[config.mk]
export PLATFORM = sky130hd
export DESIGN_NAME = bd2x2_queue
export DESIGN_NICKNAME = d
export VERILOG_FILES = /design/src/design/bd2x2_pkg.sv /design/src/design/bd2x2_queue.sv
export SDC_FILE = /design/constraint.sdc
export NUM_CORES = 1
export LEC_CHECK = 0
export ABC_CLOCK_PERIOD_IN_PS = 5500
export BUFFER_PORTS_ARGS = -buffer_cell sky130_fd_sc_hd__buf_2
export CAP_MARGIN = 20
export CORE_MARGIN = 3
export CORE_UTILIZATION = 60
export DETAILED_ROUTE_END_ITERATION = 12
export MAX_ROUTING_LAYER = met4
export PLACE_DENSITY = 0.81
export SLEW_MARGIN = 20
export SYNTH_ARGS = -nofsm -noshare
export SYNTH_HDL_FRONTEND = slang
export SYNTH_SLANG_ARGS = --single-unit
[constraint.sdc]
create_clock -name clock -period 5.5 [get_ports clock]
set_input_delay 0.825 -clock clock [delete_from_list [all_inputs] [get_ports clock]]
set_output_delay 0.825 -clock clock [all_outputs]
set_load 0.005 [all_outputs]
[src/design/bd2x2_pkg.sv]
// shared constants, types and helpers of the 2x2 box downsampler
package bd2x2_pkg;

   localparam int MAX_WIDTH    = 4096;
   localparam int MAX_HEIGHT   = 4096;
   localparam int MAX_CHANNELS = 4;
   localparam int LANES        = 4;

   localparam int CH_W  = 8;
   localparam int HS_W  = CH_W + 1;
   localparam int SUM_W = HS_W + 1;
   localparam int REG_W = 13;
   localparam int NC_W  = 3;

   localparam int COL_W      = $clog2(MAX_WIDTH);
   localparam int EW_W       = COL_W + 1;
   localparam int ROW_W      = $clog2(MAX_HEIGHT);
   localparam int EH_W       = ROW_W + 1;
   localparam int LINE_DEPTH = MAX_WIDTH / 2;
   localparam int DX_W       = (LINE_DEPTH > 1) ? $clog2(LINE_DEPTH) : 1;
   localparam int DY_W       = (ROW_W > 1) ? ROW_W - 1 : 1;

   localparam int Q_DEPTH = 4;
   localparam int Q_PTR_W = $clog2(Q_DEPTH);

   localparam int CSR_ADDR_W = 4;
   localparam int CSR_DATA_W = 32;

   // register indexes
   localparam logic [1:0] REG_SRC_WIDTH     = 2'd0;
   localparam logic [1:0] REG_SRC_HEIGHT    = 2'd1;
   localparam logic [1:0] REG_CHANNEL_COUNT = 2'd2;

   // back-end operation codes
   localparam logic [1:0] OP_STORE  = 2'd0;
   localparam logic [1:0] OP_DOUBLE = 2'd1;
   localparam logic [1:0] OP_SUM    = 2'd2;

   typedef struct packed {
      logic [EW_W-1:0] width;
      logic [EH_W-1:0] height;
      logic [NC_W-1:0] nchan;
   } bd2x2_cfg_type;

   typedef struct packed {
      logic [1:0]              op;
      logic                    last;
      logic [DX_W-1:0]         dx;
      logic [LANES*HS_W-1:0]   hs;
   } bd2x2_op_type;

   typedef struct packed {
      logic full;
      logic not_empty;
   } bd2x2_qstat_type;

   function automatic logic [EW_W-1:0] clamp_width(logic [REG_W-1:0] v);
      if (v == '0) begin
         return EW_W'(1);
      end else if (int'(v) > MAX_WIDTH) begin
         return EW_W'(MAX_WIDTH);
      end else begin
         return EW_W'(v);
      end
   endfunction

   function automatic logic [EH_W-1:0] clamp_height(logic [REG_W-1:0] v);
      if (v == '0) begin
         return EH_W'(1);
      end else if (int'(v) > MAX_HEIGHT) begin
         return EH_W'(MAX_HEIGHT);
      end else begin
         return EH_W'(v);
      end
   endfunction

   function automatic logic [NC_W-1:0] clamp_nchan(logic [NC_W-1:0] v);
      if (v == '0) begin
         return NC_W'(1);
      end else if (int'(v) > MAX_CHANNELS) begin
         return NC_W'(MAX_CHANNELS);
      end else begin
         return v;
      end
   endfunction

endpackage

[src/design/bd2x2_queue.sv]
// short queue of operations between front and back end
module bd2x2_queue import bd2x2_pkg::*; (
   input  logic            clock,
   input  logic            reset,
   input  logic            push,
   input  bd2x2_op_type    push_op,
   input  logic            pop,
   output bd2x2_op_type    head_op,
   output bd2x2_qstat_type stat
);

   bd2x2_op_type       entry_ff [Q_DEPTH];
   logic [Q_PTR_W-1:0] wr_ptr_ff, rd_ptr_ff;
   logic [Q_PTR_W:0]   count_ff, count_in;
   logic               do_push, do_pop;

   assign stat.full      = (count_ff == (Q_PTR_W+1)'(Q_DEPTH));
   assign stat.not_empty = (count_ff != '0);
   assign do_push        = push && !stat.full;
   assign do_pop         = pop && stat.not_empty;
   assign head_op        = entry_ff[rd_ptr_ff];

   always_comb begin
      count_in = count_ff;
      if (do_push && !do_pop) begin
         count_in = count_ff + (Q_PTR_W+1)'(1);
      end else if (do_pop && !do_push) begin
         count_in = count_ff - (Q_PTR_W+1)'(1);
      end
   end

   always_ff @(posedge clock) begin
      if (reset) begin
         wr_ptr_ff <= '0;
         rd_ptr_ff <= '0;
         count_ff  <= '0;
      end else begin
         count_ff <= count_in;
         if (do_push) begin
            wr_ptr_ff <= wr_ptr_ff + Q_PTR_W'(1);
         end
         if (do_pop) begin
            rd_ptr_ff <= rd_ptr_ff + Q_PTR_W'(1);
         end
      end
   end

   always_ff @(posedge clock) begin
      if (do_push) begin
         entry_ff[wr_ptr_ff] <= push_op;
      end
   end

   a_fill_track: assert property (@(posedge clock) disable iff (reset)
      do_push && !do_pop |=> count_ff == $past(count_ff) + (Q_PTR_W+1)'(1))
      else $error("queue fill count lost a push");

   a_no_overfill: assert property (@(posedge clock) disable iff (reset)
      count_ff <= (Q_PTR_W+1)'(Q_DEPTH))
      else $error("queue overfilled");

endmodule

==> key figures, run 1 <==
Floorplanning
  • Placeable Area: 12300 sq um
  • Die Area: roughly 14000 sq um
  • I/O Pins: 106
  • Row cnt: 40
  • Die W: 120 microns
  • Die Height: 120 microns
  • Initial Util: 62.9%

Worst setup path
  • Worst setup SP type: flip-flop
  • Worst path max stage delay: 730 ps
  • Crit path kind: flip-flop to output port
  • Worst setup EP type: output port
  • Crit path DAT: 2250 ps
  • CP max-delay cell: dfxtp_2
  • Crit path required time: 4680 ps
  • Critical-path maximum fanout: 27
  • Bufs and invs on worst path: 2
  • CP cell instances: buf_4, mux4_2, buf_2
  • Crit path max-delay family: flip-flops

Routing
  • Detailed-router iteration count before antenna repair: 4
  • Initial detailed-routing violation count: between 300 and 400
  • Vias per cell: 5.63
  • Average wire per standard cell: 21.8 microns
  • Post-route ant nets: 0
  • Routed wire length: roughly 13000 microns
  • # DRC: 0
  • Vias post-DR: 3448

CTS
  • Post_cts resized: 0
  • Max Root-Sink Buffers: 3
  • CTS tree: done
  • Clock root buffer master: clkbuf_16
  • Post-CTS Setup Bufs: 0
  • CTS Buf Count: 20
  • Clock sink count: 209
  • CTS Hold Bufs: 0
  • H-tree Lvls: 1
  • Worst-skew pair later-pin latency: approximately 470 ps
  • Clk slew on worst S/H paths: 60 ps

Synth
  • Cell with the most instances after synthesis: edfxtp_1
  • Ys Warns: 0
  • EDFF count, synth: 200
  • Flop and latch count out of synthesis: approximately 210
  • Ys async rst share: 0%
  • Syn Area/Cell: 25.0 sq um
  • Top FF cell, synth: edfxtp_1
  • Sequential share of the synthesized area: 79.9%
  • Yosys top cell area share: 77.6%
  • Area leader, netlist: edfxtp_1
  • Yosys cell types: 23
  • Area contributors post-synth: edfxtp_1, mux4_2, dfxtp_1, buf_12, ha_1
  • Top cells by count, synth: edfxtp_1, mux4_2, dfxtp_1
  • Net count after synthesis: 370
  • Mapped Area: 7740 sq um
  • Number of cells produced by synthesis: 310

Timing
  • Setup ws final: 2420 ps
  • Sum Neg Setup Slack: 0 ps
  • Hold Slack: 520 ps
  • Skew final: 8.81 ps
  • Period utilisation layout: a little under three fifths
  • Final Hold Vio Count: 0
  • Slew Limit Fails: 0
  • Max_slew headroom: slightly above 50%
  • RSZ-0062 raised after global routing: false
  • Final setup viols: 0
  • Worst-margin pin slew: 744 ps
  • Minimum clock period: ~3100 ps
  • Fmax: 325 MHz

Place
  • Setup WS pre-CTS: roughly 2800 ps
  • Port bufs: 105
  • Cells after DPL: 575
  • Hpwl dp: around 7600 microns
  • GPL Wtd Cong: 0.716

Final layout
  • FF+latch area: about 6200 sq um
  • Final Util: about three quarters
  • Share of layout cells above drive strength 1: about 44%
  • Multi-input gate area: 1400 sq um
  • Fill cells: 733
  • Final cell count without fillers: 612
  • Fin nets: 490
  • Area growth syn-to-layout: 16.2%

Global route
  • Initial antenna violation count: 1
  • Vias in the first global route: 3623
  • Global-route wire length before repair: 20400 microns
  • Largest net degree at the start of global routing: 51
  • Final global-route overflow total: 0
  • Overall routing resource usage: a little under a fifth

Run status
  • Status: finished, final reports clean

Job
  • Max Cap Violations: 0

Power and ir drop
  • Max IR drop VDD: between 0.0002 and 0.0003 V
  • P_leak: about 3.1 nW
  • PD cells: 451 nW/um^2

Hold path
  • Min-Delay Path Class: flip-flop to flip-flop
## through the flow
| stage | total power [W] | area (sq um) |
|---|---|---|
| final | 0.00406 | 9000 |
| after global routing | 0.00425 | 9000 |
| after CTS | 0.00408 | 8970 |
| after detailed placement | 0.00287 | 8380 |
| after global placement | 0.00285 | 8380 |
| after floorplan | 0.00262 | 7740 |
## cell type report
class	count	area share [%]
repair buffers	111	6.56
clock inverters	11	0.515
flip-flops and latches	209	68.8
well taps	168	2.34
multi-input cells	84	15.6
diodes	1	0.0278
inverters	4	0.167
clock buffers	24	5.97
## registers in the layout, summed over array words and instances, names as in the netlist, named ones only
signal     cells
wr_ptr_ff      2
rd_ptr_ff      2
count_ff       3
entry_ff     200
## cell usage in the layout (no fill, tap or decap), drive strengths merged
| cell | count |
|---|---|
| edfxtp | 200 |
| buf | 111 |
| mux4 | 50 |
| clkbuf | 24 |
| clkinv | 11 |
| dfxtp | 9 |
| nor2 | 6 |
| ha | 5 |
| inv | 4 |
| and2 | 4 |
| xor2 | 4 |
| or3 | 3 |
| o21ai | 2 |
| a21oi | 2 |
| mux2i | 2 |
| nand2b | 2 |
| diode | 1 |
| nor3b | 1 |
| o31ai | 1 |
| o311ai | 1 |
| fa | 1 |
## worst min-delay path, cell delays in order, from the launching register on
cell	delay [ps]
dfxtp_1	340
nand2b_1	80
mux2i_1	60
## cells by family (layout without fill, tap and decap cells)
kind of cell / after synthesis / after routing / share of synthesized area, %
DFF: 209 / 209 / 79.9
muxes: 52 / 52 / 14.8
and+or+nand+nor: 16 / 16 / 1.21
AOI/OAI and AO/OA: 6 / 6 / 0.533
adders and majority gates: 6 / 6 / 1.07
other: 0 / 1 / 0
buffers and inverters: 17 / 150 / 2.05
xor gates and xnor gates: 4 / 4 / 0.452
## worst paths after layout
check / from / to / slack [ps] / depth (start not counted)
max: flip-flop / head_op[33] / 2420 / 3
min: wr_ptr_ff[1]$_SDFFE_PP0P_ / wr_ptr_ff[1]$_SDFFE_PP0P_ / 520 / 2
max reg2reg: count_ff[0]$_SDFFE_PP0P_ / count_ff[2]$_SDFFE_PP0P_ / 3300 / 8
min reg2reg: wr_ptr_ff[1]$_SDFFE_PP0P_ / wr_ptr_ff[1]$_SDFFE_PP0P_ / 520 / 2
## routing by layer
layer	global-route usage, %	vias to the layer above	share of wire [%]
met5	-	-	0
met3	3.86	13	6.1
met4	3.87	0	1.2
met2	30.1	108	51
met1	26.7	1775	42
li1	-	1552	-
## where the power goes
part           switching [W]  internal (W)  total (W)
clock network       0.000525      0.000691    0.00122
logic               0.000374      0.000457   0.000830
registers          0.0000925       0.00192    0.00201
Power figures use the tool's default switching activity.
==> inputs of run 2 (changes only) <==
--- a/config.mk
+++ b/config.mk
@@ -5,14 +5,15 @@
 export SDC_FILE = /design/constraint.sdc
 export NUM_CORES = 1
 export LEC_CHECK = 0
-export ABC_CLOCK_PERIOD_IN_PS = 5500
+export ABC_AREA = 1
+export ABC_CLOCK_PERIOD_IN_PS = 2900
 export BUFFER_PORTS_ARGS = -buffer_cell sky130_fd_sc_hd__buf_2
 export CAP_MARGIN = 20
 export CORE_MARGIN = 3
-export CORE_UTILIZATION = 60
+export CORE_UTILIZATION = 57
 export DETAILED_ROUTE_END_ITERATION = 12
 export MAX_ROUTING_LAYER = met4
-export PLACE_DENSITY = 0.81
+export PLACE_DENSITY = 0.77
 export SLEW_MARGIN = 20
 export SYNTH_ARGS = -nofsm -noshare
 export SYNTH_HDL_FRONTEND = slang
==> constraint.sdc (replaced) <==
create_clock -name clock -period 2.9 [get_ports clock]
set_input_delay 0.435 -clock clock [delete_from_list [all_inputs] [get_ports clock]]
set_output_delay 0.435 -clock clock [all_outputs]
set_load 0.005 [all_outputs]
==> key figures, run 2 <==
Run status
  • Status: finished, final reports clean

Synth
  • Yosys cell types: 24 (+4.3%)
  • Area leader, netlist: edfxtp_1
  • Top FF cell, synth: edfxtp_1
  • Flop and latch count out of synthesis: 209 (unchanged)
  • Top cells by count, synth: edfxtp_1, nor2_1, o21ai_1
  • Net count after synthesis: 612 (+65%)
  • EDFF count, synth: 200 (unchanged)
  • Yosys top cell area share: 74.7% (-2.8 points)
  • Sequential share of the synthesized area: 77.0% (-2.9 points)
  • Number of cells produced by synthesis: 552 (+78%)
  • Ys Warns: 0 (unchanged)
  • Ys async rst share: 0% (unchanged)
  • Syn Area/Cell: 14.6 sq um (-42%)
  • Cell with the most instances after synthesis: edfxtp_1
  • Area contributors post-synth: edfxtp_1, nor2_1, o22ai_1, o21ai_1, o21ai_0
  • Mapped Area: 8040 sq um (+3.8%)

Floorplanning
  • Initial Util: 59.5% (-3.4 points)
  • Die Area: 15600 sq um (+8.8%)
  • Row cnt: 42 (+5.0%)
  • Die W: 125 microns (+4.3%)
  • Placeable Area: 13500 sq um (+9.7%)
  • I/O Pins: 106 (unchanged)
  • Die Height: 125 microns (+4.3%)

CTS
  • CTS Hold Bufs: 0 (unchanged)
  • Max Root-Sink Buffers: 3 (unchanged)
  • Post-CTS Setup Bufs: 0 (unchanged)
  • H-tree Lvls: 1 (unchanged)
  • Clk slew on worst S/H paths: 60 ps (about the same)
  • CTS Buf Count: 20 (unchanged)
  • CTS tree: done
  • Clock root buffer master: clkbuf_16
  • Worst-skew pair later-pin latency: 480 ps (about the same)
  • Post_cts resized: 0 (unchanged)
  • Clock sink count: 209 (unchanged)

Power and ir drop
  • Internal power: 0.00571 W (+86%)
  • Net Switching: 0.00226 W (+130%)
  • Sequential share of power: 48.1% (-1.5 points)
  • Max IR drop VDD: 0.000553 V (+110%)
  • Switching Share: 28.4% (+4.0 points)
  • Logic gate share of total power: 21.9% (+1.4 points)
  • Clock share of power: 30.0% (about the same)
  • P_leak: 3.27 nW (+7.2%)
  • PD cells: 867 nW/um^2 (+92%)

Worst setup path
  • Worst setup EP type: output port
  • Worst path max stage delay: 700 ps (-30 ps)
  • CP cell instances: buf_4, o21ai_0, o22ai_1, buf_2
  • CP max-delay cell: dfxtp_4
  • Worst setup SP type: flip-flop
  • Critical-path maximum fanout: 48 (+78%)
  • Crit path required time: 2470 ps (-2210 ps)
  • Crit path DAT: 2150 ps (-100 ps)
  • Crit path kind: flip-flop to output port

Final layout
  • Largest Register: entry_ff
  • Most frequent cells in the layout: edfxtp_1, nor2_1, buf_2
  • Largest register FFs: 200 (unchanged)
  • Share of layout cells above drive strength 1: 22.7% (-21 points)
  • Top flop regs: entry_ff (200), count_ff (3)
  • Fin nets: 720 (+47%)
  • Leading cell type in the layout, fill and taps excluded: edfxtp_1
  • Area growth syn-to-layout: 14.4%

Timing
  • Sum Neg Setup Slack: 0 ps (unchanged)
  • Hold Slack: 167 ps (-353 ps)
  • Max_slew headroom: 49.8% (-0.62 points)
  • Minimum clock period: 2580 ps
  • Fmax: 387 MHz
  • RSZ-0062 raised after global routing: false
  • Final Hold Vio Count: 0 (unchanged)
  • Worst-margin pin slew: 753 ps (+9.23 ps)
  • Slew Limit Fails: 0 (unchanged)
  • Skew final: 8.19 ps (-0.627 ps)
  • Period utilisation layout: 89.0%
  • Final setup viols: 0 (unchanged)

Routing
  • Average wire per standard cell: 18.3 microns (-16%)
  • # DRC: 0 (unchanged)
  • Vias post-DR: 4847 (+41%)
  • Routed wire length: 15600 microns (+17%)
  • Post-route ant nets: 0 (unchanged)
  • Initial detailed-routing violation count: 508 (+64%)
  • Detailed-router iteration count before antenna repair: 4 (unchanged)
  • Vias per cell: 5.69 (+0.98%)

Global route
  • Overall routing resource usage: 20.2% (+1.2 points)
  • Global-route wire length before repair: 24700 microns (+21%)
  • Vias in the first global route: 4863 (+34%)
  • Final global-route overflow total: 0 (unchanged)
  • Initial antenna violation count: 2 (+1)
  • Largest net degree at the start of global routing: 101 (+98%)

Place
  • Port bufs: 105 (unchanged)
  • Hpwl dp: 8960 microns (+18%)
  • GPL Wtd Cong: 0.788 (+10%)

Hold path
  • Min-Delay Path Class: primary input to flip-flop

Job
  • Max Cap Violations: 0 (unchanged)
## run 2: cell types whose count changed after synthesis, sizes merged, moves of 3 or more
| cell | delta |
|---|---|
| o21ai | +99 |
| nand2 | +15 |
| and2 | -4 |
| buf | +18 |
| or3 | -3 |
| nor2 | +108 |
| xor2 | -3 |
| nand3 | +4 |
| inv | +13 |
| mux4 | -50 |
| o22ai | +50 |
## run 2: layout make-up
| class | instances | area (sq um) |
|---|---|---|
| fillers | 919 | 4310 |
| inverters | 17 | 76.3 |
| repair buffers | 117 | 616 |
| clock buffers | 25 | 541 |
| well taps | 176 | 220 |
| multi-input cells | 295 | 1470 |
| clock inverters | 11 | 68.8 |
| diodes | 2 | 5.00 |
| flip-flops and latches | 209 | 6190 |
## run 2: worst paths after layout
path | start | endpoint | slack, ps | cells past startpoint
worst max-delay path | flip-flop | head_op[24] | 320 | 4
worst min-delay path | push_op[1] | entry_ff[3][1]$_DFFE_PP_ | 170 | 1
worst max register to register | count_ff[0]$_SDFFE_PP0P_ | count_ff[2]$_SDFFE_PP0P_ | 820 | 13
worst min register to register | rd_ptr_ff[0]$_SDFFE_PP0P_ | flip-flop | 500 | 2
## run 2: logic make-up after synthesis
logic type / after synthesis / share of synthesized area, %
adder cells (fa/ha/maj): 6 / 1.03
AND/OR/NAND/NOR: 134 / 6.46
flip-flops: 209 / 77.0
AO/OA/AOI/OAI: 154 / 10.4
buffers and inverters: 48 / 5.07
XOR/XNOR: 1 / 0.109
## run 2: metal layers
layer  track usage [%]  vias up  wire length, microns
li1                  -     2275                     -
met1              25.2     2408                  6540
met2              33.6      141                  7920
met3              4.25       23                   877
met4              6.25        0                   238
met5                 -        -                     0
## run 2: metrics by stage
step,instance area (sq um),utilization (%),cells,total power (W),setup WS [ps]
6_report,9190,68.1,852,0.00797,318
5_1_grt,9190,68.1,852,0.00838,192
4_1_cts,9190,68.0,850,0.00802,335
3_5_place_dp,8580,63.5,814,0.00565,842
3_3_place_gp,8580,63.5,814,0.00558,870
2_1_floorplan,8040,-,552,0.00511,-307
## run 2: power by group through the flow
stage	Sequential, W	Combinational [W]	Clock, W
finish	0.00383	0.00174	0.00239
global route	0.00387	0.00196	0.00256
CTS	0.00383	0.00177	0.00242
detailed placement	0.00389	0.00176	0
global placement	0.00388	0.00170	0
floorplan	0.00382	0.00128	0
## run 2: critical path: cells and delay by family (launching register included)
| family | cells | cell delay (ps) |
|---|---|---|
| compound gates | 2 | 400 |
| flops | 1 | 700 |
| buf+inv | 2 | 540 |
