==> src/design/bd2x2_pkg.sv <==
// shared constants, types and helpers of the 2x2 box downsampler
package bd2x2_pkg;

   localparam int MAX_WIDTH    = 4096;
   localparam int MAX_HEIGHT   = 4096;
   localparam int MAX_CHANNELS = 4;
   localparam int LANES        = 4;

   localparam int CH_W  = 8;
   localparam int HS_W  = CH_W + 1;
   localparam int SUM_W = HS_W + 1;
   localparam int REG_W = 13;
   localparam int NC_W  = 3;

   localparam int COL_W      = $clog2(MAX_WIDTH);
   localparam int EW_W       = COL_W + 1;
   localparam int ROW_W      = $clog2(MAX_HEIGHT);
   localparam int EH_W       = ROW_W + 1;
   localparam int LINE_DEPTH = MAX_WIDTH / 2;
   localparam int DX_W       = (LINE_DEPTH > 1) ? $clog2(LINE_DEPTH) : 1;
   localparam int DY_W       = (ROW_W > 1) ? ROW_W - 1 : 1;

   localparam int Q_DEPTH = 4;
   localparam int Q_PTR_W = $clog2(Q_DEPTH);

   localparam int CSR_ADDR_W = 4;
   localparam int CSR_DATA_W = 32;

   // register indexes
   localparam logic [1:0] REG_SRC_WIDTH     = 2'd0;
   localparam logic [1:0] REG_SRC_HEIGHT    = 2'd1;
   localparam logic [1:0] REG_CHANNEL_COUNT = 2'd2;

   // back-end operation codes
   localparam logic [1:0] OP_STORE  = 2'd0;
   localparam logic [1:0] OP_DOUBLE = 2'd1;
   localparam logic [1:0] OP_SUM    = 2'd2;

   typedef struct packed {
      logic [EW_W-1:0] width;
      logic [EH_W-1:0] height;
      logic [NC_W-1:0] nchan;
   } bd2x2_cfg_type;

   typedef struct packed {
      logic [1:0]              op;
      logic                    last;
      logic [DX_W-1:0]         dx;
      logic [LANES*HS_W-1:0]   hs;
   } bd2x2_op_type;

   typedef struct packed {
      logic full;
      logic not_empty;
   } bd2x2_qstat_type;

   function automatic logic [EW_W-1:0] clamp_width(logic [REG_W-1:0] v);
      if (v == '0) begin
         return EW_W'(1);
      end else if (int'(v) > MAX_WIDTH) begin
         return EW_W'(MAX_WIDTH);
      end else begin
         return EW_W'(v);
      end
   endfunction

   function automatic logic [EH_W-1:0] clamp_height(logic [REG_W-1:0] v);
      if (v == '0) begin
         return EH_W'(1);
      end else if (int'(v) > MAX_HEIGHT) begin
         return EH_W'(MAX_HEIGHT);
      end else begin
         return EH_W'(v);
      end
   endfunction

   function automatic logic [NC_W-1:0] clamp_nchan(logic [NC_W-1:0] v);
      if (v == '0) begin
         return NC_W'(1);
      end else if (int'(v) > MAX_CHANNELS) begin
         return NC_W'(MAX_CHANNELS);
      end else begin
         return v;
      end
   endfunction

endpackage

==> src/design/bd2x2_front.sv <==
// front end: raster counters, horizontal pairing and operation classification
module bd2x2_front import bd2x2_pkg::*; (
   input  logic                  clock,
   input  logic                  reset,
   input  logic                  restart,
   input  bd2x2_cfg_type         cfg,
   input  logic                  accept,
   input  logic [LANES*CH_W-1:0] texel,
   output logic                  push,
   output bd2x2_op_type          op_out
);

   logic [COL_W-1:0]      col_ff, col_in;
   logic [ROW_W-1:0]      row_ff, row_in;
   logic [LANES*CH_W-1:0] hold_ff, hold_in;

   logic [EW_W-1:0] dw;
   logic [EH_W-1:0] dh;
   logic            col_last, row_last;
   logic            have_pair, row_ok;
   logic [1:0]      op_code;
   logic [DX_W-1:0] dx;
   logic [DY_W-1:0] dy;
   logic [LANES*HS_W-1:0] hs;

   assign dw = (cfg.width  >> 1) != '0 ? (cfg.width  >> 1) : EW_W'(1);
   assign dh = (cfg.height >> 1) != '0 ? (cfg.height >> 1) : EH_W'(1);

   assign col_last = (EW_W'(col_ff) == cfg.width  - EW_W'(1));
   assign row_last = (EH_W'(row_ff) == cfg.height - EH_W'(1));

   always_comb begin
      have_pair = 1'b0;
      dx        = '0;
      hs        = '0;
      hold_in   = hold_ff;
      if (cfg.width == EW_W'(1)) begin
         have_pair = 1'b1;
         for (int i = 0; i < LANES; i++) begin
            hs[i*HS_W +: HS_W] = {texel[i*CH_W +: CH_W], 1'b0};
         end
      end else if (EW_W'(col_ff) < {cfg.width[EW_W-1:1], 1'b0}) begin
         if (!col_ff[0]) begin
            hold_in = texel;
         end else begin
            have_pair = 1'b1;
            dx        = DX_W'(col_ff >> 1);
            for (int i = 0; i < LANES; i++) begin
               hs[i*HS_W +: HS_W] = HS_W'(hold_ff[i*CH_W +: CH_W])
                                  + HS_W'(texel[i*CH_W +: CH_W]);
            end
         end
      end
   end

   // vertical classification: single row doubles, even row stores, odd row sums
   always_comb begin
      row_ok  = 1'b0;
      op_code = OP_STORE;
      if (cfg.height == EH_W'(1)) begin
         row_ok  = 1'b1;
         op_code = OP_DOUBLE;
      end else if (EH_W'(row_ff) < {cfg.height[EH_W-1:1], 1'b0}) begin
         row_ok  = 1'b1;
         op_code = row_ff[0] ? OP_SUM : OP_STORE;
      end
   end

   assign dy   = (cfg.height == EH_W'(1)) ? '0 : DY_W'(row_ff >> 1);
   assign push = accept && have_pair && row_ok;

   always_comb begin
      op_out.op   = op_code;
      op_out.dx   = dx;
      op_out.hs   = hs;
      op_out.last = (dx == DX_W'(dw - EW_W'(1))) && (dy == DY_W'(dh - EH_W'(1)));
   end

   always_comb begin
      col_in = col_ff;
      row_in = row_ff;
      if (accept) begin
         if (col_last) begin
            col_in = '0;
            row_in = row_last ? '0 : row_ff + ROW_W'(1);
         end else begin
            col_in = col_ff + COL_W'(1);
         end
      end
   end

   always_ff @(posedge clock) begin
      if (reset || restart) begin
         col_ff  <= '0;
         row_ff  <= '0;
         hold_ff <= '0;
      end else begin
         col_ff <= col_in;
         row_ff <= row_in;
         if (accept) begin
            hold_ff <= hold_in;
         end
      end
   end

   a_col_in_range: assert property (@(posedge clock) disable iff (reset)
      EW_W'(col_ff) < cfg.width && EH_W'(row_ff) < cfg.height)
      else $error("raster counters left the level");

   a_level_wrap: assert property (@(posedge clock) disable iff (reset)
      accept && !restart && col_last && row_last |=> col_ff == '0 && row_ff == '0)
      else $error("counters did not wrap at end of level");

endmodule

==> config.mk <==
export PLATFORM = sky130hd
export DESIGN_NAME = bd2x2_front
export DESIGN_NICKNAME = d
export VERILOG_FILES = /design/src/design/bd2x2_pkg.sv /design/src/design/bd2x2_front.sv
export SDC_FILE = /design/constraint.sdc
export NUM_CORES = 1
export LEC_CHECK = 0
export ABC_AREA = 0
export BUFFER_PORTS_ARGS = -buffer_cell sky130_fd_sc_hd__buf_2
export CAP_MARGIN = 20
export CORE_UTILIZATION = 52
export DETAILED_ROUTE_END_ITERATION = 7
export PLACE_DENSITY_LB_ADDON = 0.08
export SYNTH_ARGS = -nofsm -noshare
export SYNTH_HDL_FRONTEND = slang
export SYNTH_SLANG_ARGS = --single-unit
==> constraint.sdc <==
create_clock -name clock -period 2.9 [get_ports clock]
set_input_delay 0.145 -clock clock [delete_from_list [all_inputs] [get_ports clock]]
set_output_delay 0.145 -clock clock [all_outputs]
set_load 0.005 [all_outputs]
==> results of run 1 <==
how the worst max path moves through the flow:
stage,startpoint,endpoint
floorplan,cfg[6],op_out[47]
global placement,cfg[26],op_out[47]
detailed placement,cfg[26],op_out[47]
CTS,col_ff[11],op_out[47]
global route,cfg[13],op_out[47]
finish,col_ff[11],op_out[47]
stage by stage:
step	instance area [µm²]	hold WS [ps]
floorplan	6260	289
global placement	7350	405
detailed placement	7350	425
CTS	7550	118
global route	7590	135
finish	7590	119
synthesized netlist by cell type (all sizes together) (9+ instances only):
master   number  area, µm²
and3          9       56.3
clkbuf       38        143
xor2         27        236
nand4        16        100
buf          11       58.8
or3          10       62.6
o21bai       10       75.1
and2         20        125
o21ai        25        125
inv          42        158
o211ai       13       97.6
xnor2        56        490
nor2         70        263
dfxtp        56       1120
a2111oi      10       93.8
a21o         11       82.6
nor3         16       85.1
mux2i        35        350
nand2        39        146
a21oi        36        188
nor2b        12       75.1
ha           60        751
nand3        27        135
a22o         28        245
routing by layer:
layer | routed length, µm | share of wire, % | vias up
met2 | 8350 | 48 | 185
li1 | - | - | 3133
met5 | 0 | 0 | -
met3 | 1210 | 6.9 | 18
met4 | 227 | 1.3 | 0
met1 | 7760 | 44 | 3007
timing repair:
item | in CTS | in global routing
endpoints found under the hold margin | 0 | 0
pin swaps | 11 | 4
setup buffers | 2 | 4
gates resized for setup | 7 | 2
endpoints found under the setup margin | 1 | 1
state kept, by name (all words and copies together) (netlist names):
register	count
col_ff	12
hold_ff	32
row_ff	12
logic make-up (layout without fill, tap and decap cells):
logic type / Yosys count / count (layout) / synth area share [%]
DFF: 56 / 56 / 17.9
AOI/OAI and AO/OA: 184 / 184 / 21.5
buffers and inverters: 91 / 236 / 5.75
adders and majority gates: 64 / 64 / 13.3
muxes: 36 / 36 / 5.79
xor gates and xnor gates: 86 / 86 / 12.7
and+or+nand+nor: 264 / 264 / 23.0
critical path, cell delays in order, from the launching register on:
cell	delay, ps
dfxtp_1	320
ha_1	280
and4b_1	260
o211ai_1	100
a211o_1	260
and3_4	190
a211o_1	270
a2111oi_2	370
nor4bb_2	250
buf_2	150
cell type report:
class / count / area share, %
Multi-Input combinational cell: 634 / 63.6
Timing Repair Buffer: 186 / 15.0
Sequential cell: 56 / 14.8
Tap cell: 143 / 2.36
Inverter: 42 / 2.08
Clock buffer: 5 / 1.65
Clock inverter: 3 / 0.560
power by group through the flow:
stage                     registers, mW  logic, mW  clock network [mW]
after global routing              0.798      0.656               0.731
after detailed placement          0.814      0.583                   0
after CTS                         0.796      0.590               0.704
after floorplan                   0.809      0.375                   0
final                             0.796      0.596               0.690
after global placement            0.813      0.567                   0
==> flow_summary.toml, run 1 <==
[global_routing]
gr-usage-met1_pct = 37.0
top_usage_layer = "met2"
track_usage_pct = 28.6
grt.met3_usage_pct = 4.95
grt_max_degree = 44
antenna_found_initial = 0
met2_usage_pct = 49.3
grt_pass1_vias = 6139
gr-total-overflow = 0
grt_pass1_wl_um = 29500

[die]
ios = 116
num_rows = 39
die_w_um = 112
die-area_mm2 = 0.0125
initial_utilization_pct = 54.0
core-area_mm2 = 0.0116
die_y_um = 112

[cts]
cts-buffers-inserted = 5
hold_buffers = 0
clk_latency_ps = 300
root_buffer = "clkbuf_16"
clkTransAtPathRegs_ps = 70
htreeDepth = 2
cts_tree = "built"
cts_buffer_depth = 2
cts.sinks = 56

[power_and_ir_drop]
pwr-share-clk_pct = 33.2
pwr-share-comb_pct = 28.6
p_leak_nw = 3.59
power_switching_uw = 619
p_sw_share_pct = 29.7
p_int_mw = 1.46
p_per_area_mw_per_mm2 = 274
power_mw = 2.08
ir_drop_mv = 0.279
p_seq_share_pct = 38.2

[yosys]
yosys_most_used_dff = "dfxtp_1"
synth_seq_cells = 56
synth_warnings = 0
synthArstFlopShare_pct = 0
avgSynthCellArea_um2 = 8.00
synth_cells = 781
syn_area_mm2 = 0.00625
ys_types = 73
synth_edf_count = 0
yosysSeqAreaShare_pct = 17.9
synth.net_count = 910

[layout]
area_growth_pct = 21.6
fin_cells = 1069
multiInputGateArea_mm2 = 0.00483
layout_common_cells = "buf_2, buf_4, nor2_1"
layout-drive-gt1-share_pct = 24.4
layout.cells.most_common = "buf_2"
final_util_pct = 65.7
seqCellArea_mm2 = 0.00112
nets = 1054
antenna-diode-count = 0
fillers = 1023

[placed_design]
dpl.cell_count = 1056
place.gp.congestion = 0.964
pre_cts_ws_ps = -181
io_buffers = 112
place_hpwl_um = 13600

[critical_path]
cp_max_fo = 3
end_kind = "primary output"
rr_endpoint = "hold_ff[4]"
crit_type = "flip-flop to primary output"
reg2reg_from = "col_ff[6]"
worstRegToRegCells = 10
start_kind = "flip-flop"
cp.required_ps = 2760
arrival_ps = 2760
r2r_slack_ps = 210

[worst_hold_path]
whs_path_depth = 3
whs_endpoint = "hold_ff[23]"
hp-start = "texel[23]"
hold_class = "input port to flip-flop"

[route]
drtAntennaViolNets = 0
vias = 6343
drtIter0Drc = 523
routed_wl_um = 17500
dr.pass1.iters = 7
drc = 8
vias_per_cell = 5.93
wl_per_cell_um = 16.4

[sta]
finalHoldViolCount = 0
max_freq_ghz = 0.345
worstMarginPinSlew_ps = 729
skew_ps = 8.55
fin_ws_ps = -0.710
period_share_pct = 100
setup_viol = 1
grt_setup_unrepaired = "yes"
setup-tns-final_ps = -0.710
final_max_slew_viol_count = 0
slew_headroom_pct = 51.4
fin_crit_ps = 2900

[flow_run]
maxCapViolCount = 0

[run_status]
violations = "design-rule violations, negative setup slack"
status = "finished with violations"
No activity file was read; power rests on OpenSTA's default activity.
==> inputs of run 2 (changes only) <==
RECOVER_POWER = 100   (was not set)
==> flow_summary.toml, run 2 (synthesized netlist as in run 1, its figures left out) <==
[run_status]
status = "finished with violations"
violations = "design-rule violations, negative setup slack"

[critical_path]
crit_top_cell = "a211o_1"
crit_buf_inv = 1
cp_max_fo = 3
r2r_slack_ps = 140
cp_num_cells = 9
end_kind = "primary output"
slowest_stage = "a2111oi_2"
rr_endpoint = "hold_ff[4]"
slowest_delay_ps = 370
reg2reg_from = "col_ff[6]"
worstRegToRegCells = 10
cp_top_family = "compound AO/OA/AOI/OAI gates"
cp.required_ps = 2760
arrival_ps = 2760
crit_type = "flip-flop to primary output"
start_kind = "flip-flop"
crit_path_cell_trace = "ha_1 -> and4b_1 -> o211ai_1 -> a211o_1 -> and3_4 -> a211o_1 -> a2111oi_2 -> nor4bb_2 -> buf_2"

[sta]
finalHoldViolCount = 0
final_max_slew_viol_count = 0
max_freq_ghz = 0.345
worstMarginPinSlew_ps = 743
slew_headroom_pct = 50.5
fin_crit_ps = 2900
grt_setup_unrepaired = "yes"
fin_ws_ps = -2.27
period_share_pct = 100
skew_ps = 4.74
setup_viol = 1
setup-tns-final_ps = -2.27

[route]
vias = 6321
wl_per_cell_um = 16.4
routed_wl_um = 17500
drtIter0Drc = 521
dr.pass1.iters = 7
drc = 8
vias_per_cell = 5.91
drtAntennaViolNets = 0

[worst_hold_path]
hold_class = "input port to flip-flop"
whs_path_depth = 3
whs_endpoint = "hold_ff[23]"
hp-start = "texel[23]"

[power_and_ir_drop]
p_leak_nw = 3.48
p_per_area_mw_per_mm2 = 275
ir_drop_mv = 0.278

[placed_design]
io_buffers = 112
place_hpwl_um = 13600
place_area_mm2 = 0.00735
place.gp.congestion = 0.964

[cts]
hold_buffers = 0
clkTransAtPathRegs_ps = 70
root_buffer = "clkbuf_16"
cts_buffer_depth = 2
clk_latency_ps = 290
htreeDepth = 2
cts.sinks = 56
cts_tree = "built"
cts-buffers-inserted = 5

[layout]
final_util_pct = 64.9
largest_reg_flops = 32
nets = 1054
layout_common_cells = "buf_2, nor2_1, buf_4"
top_register = "hold_ff"
area_growth_pct = 20.2
layout.cells.most_common = "buf_2"
antenna-diode-count = 0
reg_top3 = "hold_ff x32, col_ff x12, row_ff x12"
fin_area_mm2 = 0.00751
layout-drive-gt1-share_pct = 21.9

[global_routing]
grt_pass1_wl_um = 29500
antenna_found_initial = 0
track_usage_pct = 28.6
gr-total-overflow = 0
grt_max_degree = 44
grt_pass1_vias = 6139

[die]
core-area_mm2 = 0.0116
ios = 116
die_y_um = 112
die_w_um = 112
initial_utilization_pct = 54.0
num_rows = 39
die-area_mm2 = 0.0125

[flow_run]
maxCapViolCount = 0
run 2: changes by cell type in the layout (fill, tap and decap cells not counted), sizes merged:
| cell | before | now |
|---|---|---|
| buf | 186 | 161 |
| clkbuf | 5 | 30 |
run 2: worst max path at each step:
stage	start	to
detailed placement	cfg[26]	op_out[47]
global placement	cfg[26]	op_out[47]
finish	col_ff[11]	op_out[47]
global route	cfg[13]	op_out[47]
CTS	col_ff[11]	op_out[47]
floorplan	cfg[6]	op_out[47]
run 2: timing repair:
item	4_1_cts	5_1_grt
gates cloned	0	0
gates resized for setup	7	2
setup endpoints to repair	1	1
setup buffers	2	4
pin swaps	11	4
run 2: worst register-to-register path, cell delays in order (launching register included):
cell and delay, ps:
dfxtp_1 330, ha_1 280, a211oi_1 210, o21bai_1 120, a21oi_2 190, clkbuf_1 150
and2_0 180, or4b_2 620, buf_6 260, mux2i_1 230, nor2_1 50
run 2: area by class of cell:
| class | count | area (µm²) |
|---|---|---|
| well taps | 143 | 179 |
| multi-input cells | 634 | 4800 |
| flip-flops and latches | 56 | 1120 |
| repair buffers | 186 | 1080 |
| clock buffers | 5 | 125 |
| fillers | 1047 | 4060 |
| clock inverters | 3 | 42.5 |
| inverters | 42 | 158 |
run 2: per-stage QoR:
step	hold WS (ps)	std cells	setup slack, ps	power [mW]
3_5_place_dp	425	1056	-181	1.40
6_report	120	1069	-2.27	2.07
4_1_cts	118	1065	-32.3	2.09
3_3_place_gp	405	1056	-143	1.38
5_1_grt	135	1069	-153	2.18
2_1_floorplan	289	781	9.87	1.18
run 2: where the power goes:
part	leakage, nW	internal, mW	total [mW]	switching [mW]
sequential	0.454	0.784	0.796	0.0118
combinational	2.95	0.265	0.585	0.321
clock	0.0798	0.406	0.687	0.280
run 2: routing by layer:
metal | vias to the layer above | GRT usage, % | part of all wire (%)
met2 | 161 | 49.3 | 48
met1 | 3008 | 37.0 | 45
met4 | 0 | 7.39 | 1.2
met5 | - | 0 | 0
li1 | 3136 | - | -
met3 | 16 | 4.95 | 5.9
==> inputs of run 3 (changes only) <==
ABC_AREA = 1   (was 0)
CTS_CLUSTER_SIZE = 14   (was not set)
HOLD_SLACK_MARGIN = 0.05   (was not set)
==> flow_summary.toml, run 3 <==
[run_status]
status = "complete, no violations"

[global_routing]
gr-total-overflow = 0
grt.met3_usage_pct = 3.94
met2_usage_pct = 45.3
grt_max_degree = 33
grt_pass1_vias = 6126
track_usage_pct = 27.4
gr-usage-met1_pct = 37.3
top_usage_layer = "met2"
antenna_found_initial = 0
grt_pass1_wl_um = 28500

[critical_path]
cp_max_fo = 13
crit_type = "flip-flop to primary output"
cp.required_ps = 2760
worstRegToRegCells = 9
start_kind = "flip-flop"
end_kind = "primary output"
r2r_slack_ps = 330
rr_endpoint = "col_ff[4]"
reg2reg_from = "col_ff[0]"
arrival_ps = 2560

[die]
initial_utilization_pct = 53.2
ios = 116
num_rows = 40
die_w_um = 113
die_y_um = 113
die-area_mm2 = 0.0127
core-area_mm2 = 0.0120

[yosys]
yosys.area.top_type = "dfxtp_1"
yosys_most_used_dff = "dfxtp_1"
synthArstFlopShare_pct = 0
netlist.area_leader.share_pct = 17.6
synthTopCellsByArea = "dfxtp_1, nand2_1, ha_1"
synth_edf_count = 0
avgSynthCellArea_um2 = 5.97
synth.most_common_cell = "nand2_1"
synth_cells = 1066
synth.net_count = 1195
ys_types = 43
yosysSeqAreaShare_pct = 17.6
syn_area_mm2 = 0.00637
yosys-top-cells-count = "nand2_1, nor2_1, inv_1, o21ai_0, ha_1"
synth_seq_cells = 56
synth_warnings = 0

[layout]
area_growth_pct = 14.6
layout-drive-gt1-share_pct = 14.2
top_register = "hold_ff"
fin_area_mm2 = 0.00730
nets = 1302
antenna-diode-count = 0
layout.cells.most_common = "nand2_1"
reg_top3 = "hold_ff x32, col_ff x12, row_ff x12"
largest_reg_flops = 32
layout_common_cells = "nand2_1, nor2_1, inv_1"
fin_cells = 1321
fillers = 1212

[worst_hold_path]
hp-start = "texel[7]"
hold_class = "input port to flip-flop"
whs_endpoint = "hold_ff[7]"
whs_path_depth = 3

[route]
drtAntennaViolNets = 0
dr.pass1.iters = 5
drc = 0
wl_per_cell_um = 12.7
vias = 6788
routed_wl_um = 16800
drtIter0Drc = 399
vias_per_cell = 5.14

[cts]
cts_buffer_depth = 2
clk_latency_ps = 300
htreeDepth = 2
cts-buffers-inserted = 5
clkTransAtPathRegs_ps = 80
hold_buffers = 0
root_buffer = "clkbuf_16"
cts.sinks = 56
cts_tree = "built"

[placed_design]
dpl.cell_count = 1310
place_hpwl_um = 13300
place_area_mm2 = 0.00709
io_buffers = 112
place.gp.congestion = 0.936

[sta]
worstMarginPinSlew_ps = 781
max_freq_ghz = 0.370
fin_crit_ps = 2700
period_share_pct = 93.2
final_max_slew_viol_count = 0
finalHoldViolCount = 0
slew_headroom_pct = 47.9
skew_ps = 9.56
setup_viol = 0

[power_and_ir_drop]
ir_drop_mv = 0.234
p_per_area_mw_per_mm2 = 267
p_leak_nw = 3.93

[flow_run]
maxCapViolCount = 0
-- run 3: changes by cell type after synthesis, moves of 14 or more --
cell      change
o21ai_0      +45
xor2_1       +19
a22o_1       -24
nand3_1      +28
and2_1       -18
inv_1       +103
mux2i_1      -35
clkbuf_1     -21
xnor2_1      -35
a21oi_1      +14
nand2_1     +237
nor2_1       +98
-- run 3: what timing repair did --
| item | CTS | global route |
|---|---|---|
| gates cloned | 0 | 0 |
| gates resized for setup | 1 | 16 |
| endpoints found under the setup margin | 4 | 36 |
| endpoints found under the hold margin | 0 | 0 |
| buffers inserted | 0 | 3 |
| pin swaps | 0 | 2 |
-- run 3: how the worst max path moves through the flow --
| stage | startpoint | endpoint |
|---|---|---|
| floorplan | col_ff[7] | op_out[15] |
| global placement | cfg[4] | op_out[47] |
| detailed placement | cfg[4] | op_out[47] |
| CTS | col_ff[8] | op_out[6] |
| global route | col_ff[9] | op_out[47] |
| finish | col_ff[9] | op_out[6] |
-- run 3: cell type report --
cell class              instances  area (µm²)  area share [%]
multi-input cells             836        4620            63.3
flip-flops and latches         56        1120            15.4
repair buffers                126         663            9.09
inverters                     148         556            7.61
well taps                     147         184            2.52
clock buffers                   5         125            1.71
clock inverters                 3        25.0           0.343
-- run 3: through the flow --
step | TNS [ps] | hold WS (ps) | setup slack, ps | utilization [%] | power (mW)
4_1_cts | 0 | 100 | 2.23 | 60.6 | 1.96
3_5_place_dp | 0 | 415 | 275 | 59.3 | 1.33
3_3_place_gp | 0 | 405 | 278 | 59.3 | 1.33
6_report | 0 | 103 | 196 | 61.0 | 1.95
5_1_grt | -20.5 | 113 | -11.7 | 61.0 | 2.08
2_1_floorplan | 0 | 280 | 793 | - | 1.16
-- run 3: power breakdown --
group	total [mW]	leakage [nW]	switching, mW	internal, mW
sequential	0.803	0.457	0.0139	0.789
clock	0.628	0.0708	0.300	0.327
combinational	0.521	3.40	0.321	0.200
-- run 3: worst max-delay path: stages (launching register included) --
cell and delay, ps:
dfxtp_1 400, ha_1 250, nand2_1 110, nor3_4 60, buf_4 140, a21oi_4 200
nand2_4 120, nor2_4 150, nand2_2 110, inv_1 110, buf_4 220, nand2_1 70
o21ai_0 170, buf_2 150
-- run 3: per-layer routing --
metal	part of all wire (%)	wire, µm
met1	48	8050
met2	44	7410
met3	6.1	1030
met4	2.0	328
met5	0	0
-- run 3: kinds of logic after synthesis --
| family | Yosys count | share of synthesized area (%) |
|---|---|---|
| and+or+nand+nor | 559 | 37.0 |
| buffers and inverters | 174 | 10.5 |
| DFF | 56 | 17.6 |
| AOI/OAI and AO/OA | 145 | 12.5 |
| xor gates and xnor gates | 68 | 9.47 |
| adders and majority gates | 64 | 13.0 |
